### src/hdl/palr_pkg.sv
// ----------------------------------------------------------------------------
// palr_pkg
// Shared types and constants of the arc-length resampler.
// ----------------------------------------------------------------------------
package palr_pkg;
  localparam int unsigned FRAC_BITS = 16;
  localparam logic FUNC_APPEND = 1'b0;
  localparam logic FUNC_QUERY  = 1'b1;

  typedef struct packed {
    logic               func;
    logic               start_new;
    logic signed [31:0] pos_x, pos_y, pos_z;
    logic signed [31:0] dir_x, dir_y, dir_z;
    logic signed [31:0] lat_x, lat_y, lat_z;
    logic        [31:0] query_distance;
  } in_item_t;

  typedef struct packed {
    logic signed [31:0] out_pos_x, out_pos_y, out_pos_z;
    logic signed [31:0] out_dir_x, out_dir_y, out_dir_z;
    logic signed [31:0] out_lat_x, out_lat_y, out_lat_z;
    logic               table_empty;
    logic               past_end;
  } out_item_t;

  // Point record stored in one memory word: nine components.
  typedef logic [9*32-1:0] point_word_t;
endpackage

### src/hdl/palr_div.sv
// ----------------------------------------------------------------------------
// palr_div
// Restoring divider: (off << FRAC_BITS) / seg, one quotient bit per cycle.
// ----------------------------------------------------------------------------
module palr_div (
  input  logic        clk,
  input  logic        rst_n,
  input  logic        start,
  input  logic [31:0] off,
  input  logic [31:0] seg,
  output logic        done,
  output logic [47:0] quot
);
  localparam int unsigned NB = 32 + palr_pkg::FRAC_BITS;
  logic [NB-1:0] num_r;
  logic [32:0]   rem_r;
  logic [31:0]   seg_r;
  logic [5:0]    cnt_r;
  logic          busy_r;
  logic [32:0]   rem_sh;

  assign rem_sh = {rem_r[31:0], num_r[NB-1]};
  assign quot   = 48'(num_r);

  always_ff @(posedge clk) begin
    if (!rst_n) begin
      busy_r <= 1'b0;
      done   <= 1'b0;
      cnt_r  <= '0;
    end else begin
      done <= 1'b0;
      if (start) begin
        busy_r <= 1'b1;
        cnt_r  <= 6'(NB - 1);
        num_r  <= {off, {palr_pkg::FRAC_BITS{1'b0}}};
        rem_r  <= '0;
        seg_r  <= seg;
      end else if (busy_r) begin
        // Quotient bits shift in where numerator bits leave.
        if (rem_sh >= {1'b0, seg_r}) begin
          rem_r <= rem_sh - {1'b0, seg_r};
          num_r <= {num_r[NB-2:0], 1'b1};
        end else begin
          rem_r <= rem_sh;
          num_r <= {num_r[NB-2:0], 1'b0};
        end
        if (cnt_r == 6'd0) begin
          busy_r <= 1'b0;
          done   <= 1'b1;
        end
        cnt_r <= cnt_r - 6'd1;
      end
    end
  end
endmodule

### config.mk
export PLATFORM = sky130hd
export DESIGN_NAME = palr_div
export DESIGN_NICKNAME = d
export VERILOG_FILES = /design/src/hdl/palr_pkg.sv /design/src/hdl/palr_div.sv
export SDC_FILE = /design/constraint.sdc
export NUM_CORES = 1
export LEC_CHECK = 0
export BUFFER_PORTS_ARGS = -buffer_cell sky130_fd_sc_hd__buf_2
export CAP_MARGIN = 30
export CORE_ASPECT_RATIO = 1.1
export CORE_MARGIN = 2
export CORE_UTILIZATION = 25
export DETAILED_ROUTE_END_ITERATION = 8
export SYNTH_ARGS = -nofsm -noshare
export SYNTH_HDL_FRONTEND = slang
export SYNTH_SLANG_ARGS = --single-unit
### constraint.sdc
create_clock -name clk -period 5.82 [get_ports clk]
set_clock_uncertainty 0.15 [all_clocks]
set_input_delay 0.582 -clock clk [delete_from_list [all_inputs] [get_ports clk]]
set_output_delay 0.582 -clock clk [all_outputs]
set_load 0.01 [all_outputs]
==> impl_metrics.ini <==
[placement]
dp_cells = 1020
place_congestion = 0.8030
place_hpwl_microns = 10490
port_buffers = 115

[synthesis]
syn_avg_cell_area_sq_um = 11.47
yosys_warnings = 0
synth_cell_types = 59
synthCells = 573
synthTopCellsByArea = edfxtp_1, ha_1, mux2_2
synth_nets = 675
synth_ff_type = edfxtp_1
synth_top_area_frac = 0.5115
synth_top_area_cell = edfxtp_1
ys_seq_area_frac = 0.5359
synthesis.area_sq_um = 6575
ys_async_sr_fraction = 0
synth-seq-cells = 120
synth_edf_count = 112

[floorplan]
io_pins = 116
num_rows = 62
die_height_microns = 174.1
dieArea_sq_um = 27620
die_width_microns = 158.6
start_util = 0.2530
core_sq_um = 25990

[timing]
finalHoldViolCount = 0
fmax_mhz = 275.0
tightestPinTransition_ns = 0.9243
rsz0062_at_grt = no
relSlewSlack = 0.3838
tns_ns = 0
layout_min_cycle_time_ns = 3.636
fin_crit_sh = 0.6248
setup-violations-final = 0
report.final.slew_viol_count = 0

[clock_tree]
cts_tree = done
cts_max_level = 4
cts-root-buf = clkbuf_16
clkLatencyLatePin_ns = 0.43
post_cts_buffers = 0
cts_repair_resize_count = 0
cts_buffers = 17
postCtsHoldBufs = 0
clk_pin_slew_ns = 0.06
clockBufferDepth = 2
cts_sinks = 120

[grt]
overflow = 0
grt_pass1_vias = 4885
grt_max_degree = 46
grt_pass1_wl_microns = 24540
grtUsageTotal = 0.1139
antenna_found_initial = 5

[critical_path]
cp.arrival_ns = 3.71
required_ns = 5.89
path_max_fanout = 19
crit_type = reg2reg
worstSetupStartpointType = register
endpoint_kind = register

[route]
drtIter0Drc = 244
drc = 0
route.antenna.remaining_nets = 0
wl_per_cell_microns = 14.26
vias_per_cell = 4.435
drt-total-wl_microns = 15010
num_vias = 4670
first_pass_iters = 4

[power]
p_leak_nw = 3.245
p_per_area_nw_per_um2 = 327.8
ir_worst_vdd_mv = 0.2065

[finish]
fin_cells = 1053
multi_input_area_sq_um = 2791
area_growth_pct = 22.95
fillers = 2712
drive_gt1_frac = 0.2871
nets = 789
register_area_sq_um = 3523

[outcome]
status = complete, no violations

[hold_path]
hold_class = in2reg

[job]
maxCapViolations = 0
[cells in the mapped netlist, types with 5 or more instances]
cell      instances
edfxtp_1        112
nand2_1          63
a21oi_1          44
inv_1            38
ha_1             34
mux2_2           32
nor2_1           28
xnor2_1          20
nor2b_1          17
a21o_1           15
o21ai_0          15
nand3_1          10
xor2_1           10
buf_2             8
dfxtp_1           8
nor3_1            8
o21a_1            8
a21boi_0          7
nand4_1           7
or3_1             7
a211oi_1          6
a211oi_2          6
and3_1            6
clkbuf_1          6
buf_1             5
[state kept, by name, summed over array words and instances, names as in the netlist]
signal and cells:
quot 48, busy_r 1, done 1, rem_r 32, seg_r 32, cnt_r 6
[layout by cell type (no fill, tap or decap), types with 4 or more instances in the layout]
master	instances
edfxtp_1	112
o21a_1	7
and3_1	6
nor3_1	8
nor2b_1	17
nand2b_1	4
ha_1	34
xnor2_1	20
a21o_1	15
o31ai_1	4
buf_4	4
nand3_1	10
inv_1	38
dfxtp_1	8
buf_2	115
nand2_1	63
a21oi_1	44
a211oi_2	6
a211oi_1	6
mux2_2	32
nand4_1	7
o21ai_0	15
clkinvlp_4	6
a21boi_0	7
xor2_1	10
clkbuf_16	17
nor2_1	28
or3_1	7
[layout make-up]
type	instances	area share
antenna	1	0.0003095
tap	352	0.05448
clock buffer	17	0.05262
timing repair buffer	119	0.07491
inverter	38	0.01764
sequential	120	0.4358
clock inverter	15	0.01888
multi-input combinational	391	0.3453
[critical path, cell delays in order (launching register included)]
cell	delay (ns)
edfxtp_1	0.39
ha_1	0.46
nand3_2	0.15
or4_1	0.52
nor4_1	0.32
a2111o_2	0.18
a41o_1	0.56
buf_4	0.35
nor2_1	0.07
a2111oi_2	0.27
[stage by stage]
step	area [sq um]	power, W	hold slack, ns	worst slack (ns)	utilization
final	8084	0.002650	0.1824	2.184	0.3111
after global routing	8084	0.002792	0.1643	1.957	0.3111
after CTS	8082	0.002684	0.1636	2.160	0.3110
after detailed placement	7503	0.001630	0.3919	2.158	0.2887
after global placement	7503	0.001628	0.3910	2.275	0.2887
after floorplan	6575	0.001497	0.3395	2.498	-
[power breakdown]
part	internal, W	switching, W	total [W]
combinational	0.000230	0.000314	0.000544
sequential	0.00103	0.0000332	0.00107
clock	0.000629	0.000411	0.00104
total	0.00189	0.000758	0.00265
[cell families after synthesis]
| family | after synthesis | share of synthesized area |
|---|---|---|
| simple gates | 165 | 0.1216 |
| fa+ha+maj | 35 | 0.06775 |
| mux | 32 | 0.05481 |
| compound gates | 129 | 0.1391 |
| flops | 120 | 0.5359 |
| buf+inv | 62 | 0.04091 |
| xor+xnor | 30 | 0.03996 |
[per-layer routing]
| layer | GRT usage | share of wire |
|---|---|---|
| met5 | 0 | 0.0030 |
| met4 | 0.04692 | 0.017 |
| met3 | 0.04388 | 0.075 |
| met2 | 0.1773 | 0.46 |
| met1 | 0.1408 | 0.45 |
[path summary, 6_finish.rpt]
kind                      startpoint                 endpoint  slack (ns)  cells after the start
max          rem_r[11]$_SDFFCE_PP0P_  rem_r[30]$_SDFFCE_PP0P_        2.18                      9
min                           seg[2]       seg_r[2]$_DFFE_PP_        0.18                      1
max reg2reg  rem_r[11]$_SDFFCE_PP0P_  rem_r[30]$_SDFFCE_PP0P_        2.18                      9
min reg2reg        busy_r$_SDFF_PN0_          done$_SDFF_PP0_        0.40                      2
Power figures use the tool's default switching activity.
