`config.mk`:
```
export PLATFORM = sky130hd
export DESIGN_NAME = palr_sqrt
export DESIGN_NICKNAME = d
export VERILOG_FILES = /design/src/hdl/palr_sqrt.sv
export SDC_FILE = /design/constraint.sdc
export NUM_CORES = 1
export LEC_CHECK = 0
export BUFFER_PORTS_ARGS = -buffer_cell sky130_fd_sc_hd__buf_2
export CELL_PAD_IN_SITES_DETAIL_PLACEMENT = 1
export CELL_PAD_IN_SITES_GLOBAL_PLACEMENT = 1
export CORE_ASPECT_RATIO = 0.9
export CORE_MARGIN = 5
export CORE_UTILIZATION = 42
export DETAILED_ROUTE_END_ITERATION = 16
export GPL_TIMING_DRIVEN = 0
export PLACE_DENSITY_LB_ADDON = 0.1
export SLEW_MARGIN = 15
export SYNTH_ARGS = -nofsm -noshare
export SYNTH_HDL_FRONTEND = slang
export SYNTH_SLANG_ARGS = --single-unit
```
`constraint.sdc`:
```
create_clock -name clk -period 4.85 [get_ports clk]
set_input_delay 0.97 -clock clk [delete_from_list [all_inputs] [get_ports clk]]
set_output_delay 0.97 -clock clk [all_outputs]
set_load 0.005 [all_outputs]
```
`src/hdl/palr_sqrt.sv`:
```
// ----------------------------------------------------------------------------
// palr_sqrt
// Bit-serial floor square root of a 66-bit value, one result bit per cycle.
// ----------------------------------------------------------------------------
module palr_sqrt (
  input  logic        clk,
  input  logic        rst_n,
  input  logic        start,
  input  logic [65:0] radicand,
  output logic        done,
  output logic [32:0] root
);
  logic [65:0] val_r;
  logic [35:0] rem_r;
  logic [32:0] root_r;
  logic [5:0]  cnt_r;
  logic        busy_r;
  logic [35:0] rem_sh, trial;

  assign rem_sh = {rem_r[33:0], val_r[65:64]};
  assign trial  = {1'b0, root_r, 2'b01};
  assign root   = root_r;

  always_ff @(posedge clk) begin
    if (!rst_n) begin
      busy_r <= 1'b0;
      done   <= 1'b0;
      cnt_r  <= '0;
    end else begin
      done <= 1'b0;
      if (start) begin
        busy_r <= 1'b1;
        cnt_r  <= 6'd32;
        val_r  <= radicand;
        rem_r  <= '0;
        root_r <= '0;
      end else if (busy_r) begin
        val_r <= {val_r[63:0], 2'b00};
        if (rem_sh >= trial) begin
          rem_r  <= rem_sh - trial;
          root_r <= {root_r[31:0], 1'b1};
        end else begin
          rem_r  <= rem_sh;
          root_r <= {root_r[31:0], 1'b0};
        end
        if (cnt_r == 6'd0) begin
          busy_r <= 1'b0;
          done   <= 1'b1;
        end
        cnt_r <= cnt_r - 6'd1;
      end
    end
  end
endmodule

```
==> impl_metrics.csv <==
group,metric,value,unit
setup_path,critPathLaunch,"root[0]",
pwr,power.share.sequential,41.1,%
synth,syn_inst,679,
pwr,swShare,30.1,%
cells_and_area,nets,908,
clocking,clk_pin_slew,0.06,ns
setup_path,worstPathRequired,5.00,ns
cells_and_area,drive_gt1_share,27.1,%
floorplanning,rows,47,
setup_path,r2r_slack,1.35,ns
pwr,p_leak,3.79,nW
synth,netlist_area,7830,µm²
setup_path,critPathKind,"reg2reg",
global_routing,grt_max_degree,42,
sta,fin_worst_skew,0.00821,ns
synth,ys_types,63,
pwr,power.total,3.66,mW
global_routing,met1_usage,21.4,%
setup_path,start_kind,"flip-flop",
global_routing,globalRoute.busiestLayer,"met2",
sta,finalSetupViolCount,0,
synth,synth-edff-count,133,
global_routing,grt_pass1_wl,31.0,mm
pwr,power_frac_comb,23.6,%
route,drtAntennaViolNets,0,
global_routing,gr-total-overflow,0,
placement,place_congestion,0.867,
synth,ys_seq_area_share,53.1,%
synth,syn_nets,785,
pwr,clkPwrFrac,35.2,%
clocking,cts_buffers,17,
clocking,cts_root_buffer,"clkbuf_16",
sta,worstMarginPinSlew,0.689,ns
floorplanning,die_height,140,µm
floorplanning,core_area,18300,µm²
setup_path,crit_fanout,10,
pwr,power.density,394,nW/µm²
clocking,clk-insertion-delay-late,0.42,ns
synth,synth_seq_cells,141,
setup_path,r2r_start,"root[0]",
global_routing,track_usage,18.0,%
route,drc,0,
clocking,h-tree-depth,4,
run_status,outcome,"completed",
synth,postSynthAreaPerCell,11.5,µm²
clocking,clk_path_buf_depth,2,
floorplanning,start_util,42.7,%
sta,rsz0062_at_grt,"false",
route,avgRoutedWirePerCell,17.8,µm
placement,portBuffers,101,
pwr,p_switching,1.10,mW
synth,yosys_warnings,0,
setup_path,cp-end-kind,"flip-flop",
min_path,min-delay-path-class,"reg2reg",
floorplanning,die_area,21500,µm²
clocking,post_cts_buffers,0,
route,drt-initial-drc-count,209,
global_routing,grt_pass1_vias,6124,
sta,maxSlewHeadroom,54.0,%
clocking,cts_resized,0,
clocking,postCtsHoldBufs,0,
setup_path,r2r_cells,12,
sta,clock.fmax,286,MHz
synth,ys_async_sr_fraction,0,%
run,max_cap_viol_count,0,
route,totalWireLength,18.9,mm
synth,synth_ff_type,"edfxtp_1",
global_routing,gr-usage-met2,31.0,%
clocking,cts_tree,"done",
min_path,hold_start,"cnt_r[0]",
placement,dp_hpwl,14.1,mm
sta,holdWs,0.474,ns
setup_path,critical_path.endpoint,"rem_r[27]",
floorplanning,io_pins,103,
synth,synth.top_cell.area_share,51.0,%
setup_path,r2r-end,"rem_r[27]",
global_routing,antenna_found_initial,4,
global_routing,use_met3,5.77,%
route,vias,5584,
synth,synth_area_leaders,"edfxtp_1, mux2_2, ha_1, nor2_1, mux2i_1",
floorplanning,dieWidth,154,µm
sta,fin_crit_sh,72.1,%
cells_and_area,area_growth,18.6,%
sta,final_max_slew_viol_count,0,
pwr,vdd_ir_drop_max,0.000298,V
clocking,cts.sinks,141,
sta,period_needed,3.50,ns
sta,final-hold-violation-count,0,
synth,yosysTopAreaCell,"edfxtp_1",
route,vias_per_cell,5.26,
sta,setup_tns,0,ns
pwr,internal_power,2.55,mW
route,dr.pass1.iters,4,
setup_path,cp_data_arrival_time,3.65,ns
==> power groups by stage <==
stage / clock network, mW / registers, mW / logic, mW
after CTS: 1.32 / 1.51 / 0.873
after detailed placement: 0 / 1.53 / 0.865
after global placement: 0 / 1.54 / 0.827
after floorplan: 0 / 1.53 / 0.631
final: 1.29 / 1.50 / 0.864
after global routing: 1.39 / 1.51 / 0.960
==> cell families after synthesis <==
family          Yosys count  share of synthesized area (%)
fa+ha+maj                37                           5.92
xor+xnor                 33                           3.69
compound gates          118                           10.3
flops                   141                           53.1
simple gates            179                           10.4
buf+inv                  80                           4.01
mux                      91                           12.7
==> cell usage in the layout, fill, tap and decap left out, types with 18 or more instances in the layout <==
| master | count |
|---|---|
| a21oi_1 | 38 |
| mux2i_1 | 27 |
| xnor2_1 | 19 |
| clkbuf_1 | 18 |
| nand2_1 | 31 |
| ha_1 | 37 |
| mux2_2 | 64 |
| nor2_1 | 89 |
| buf_2 | 106 |
| inv_1 | 51 |
| edfxtp_1 | 133 |
==> worst max-delay path: stages (launching register included) <==
cell and delay (ns):
edfxtp_1 0.40, inv_1 0.10, ha_1 0.29, nor2b_1 0.18, o311a_1 0.32, o21ai_1 0.37, a21boi_1 0.15, o21a_1 0.25
o21ai_2 0.36, a31oi_4 0.20, buf_2 0.29, mux2i_1 0.25, nor2_1 0.07
==> flip-flops by register name (all words and copies together) (netlist names) <==
register,count
val_r,66
rem_r,34
root,33
cnt_r,6
busy_r,1
done,1
==> synthesized netlist by cell type, types with 3 or more instances <==
| master | n |
|---|---|
| a211oi_1 | 6 |
| a21o_1 | 13 |
| a21oi_1 | 38 |
| a31oi_1 | 3 |
| and2_1 | 3 |
| buf_1 | 4 |
| buf_2 | 5 |
| clkbuf_1 | 18 |
| dfxtp_1 | 8 |
| edfxtp_1 | 133 |
| ha_1 | 37 |
| inv_1 | 51 |
| mux2_2 | 64 |
| mux2i_1 | 27 |
| nand2_1 | 31 |
| nand3_1 | 12 |
| nand4_1 | 6 |
| nor2_1 | 89 |
| nor2b_1 | 8 |
| nor3_1 | 11 |
| o21a_1 | 8 |
| o21ai_0 | 17 |
| or3_1 | 5 |
| xnor2_1 | 19 |
| xor2_1 | 14 |
==> through the flow <==
stage	instances	worst slack, ns	cell area (µm²)	util [%]
2_1_floorplan	679	0.119	7830	-
3_3_place_gp	1025	-1.44	8640	47.1
3_5_place_dp	1028	1.36	8710	47.4
4_1_cts	1060	1.34	9280	50.6
5_1_grt	1060	1.12	9280	50.6
6_report	1061	1.35	9280	50.6
==> worst min path at each step <==
stage,endpoint,slack [ns],cells after the start
4_1_cts,cnt_r[0],0.47,2
3_3_place_gp,cnt_r[0],0.44,2
3_5_place_dp,cnt_r[0],0.46,2
5_1_grt,cnt_r[0],0.50,2
6_report,cnt_r[0],0.47,2
2_1_floorplan,cnt_r[0],0.44,2
==> cell type report <==
type / instances / area, µm²
antenna: 1 / 2.50
timing repair buffer: 104 / 566
multi-input combinational: 458 / 3370
clock buffer: 17 / 425
tap: 245 / 307
fill: 2006 / 9060
clock inverter: 15 / 150
inverter: 51 / 191
sequential: 141 / 4150
buffer: 29 / 123
==> layer usage <==
metal  share of wire [%]  vias up
met2                  50      112
met4                 1.6        8
li1                    -     2711
met3                 6.2       34
met1                  42     2719
met5                0.20        -
Note: power is estimated with default switching activity, not from simulation.
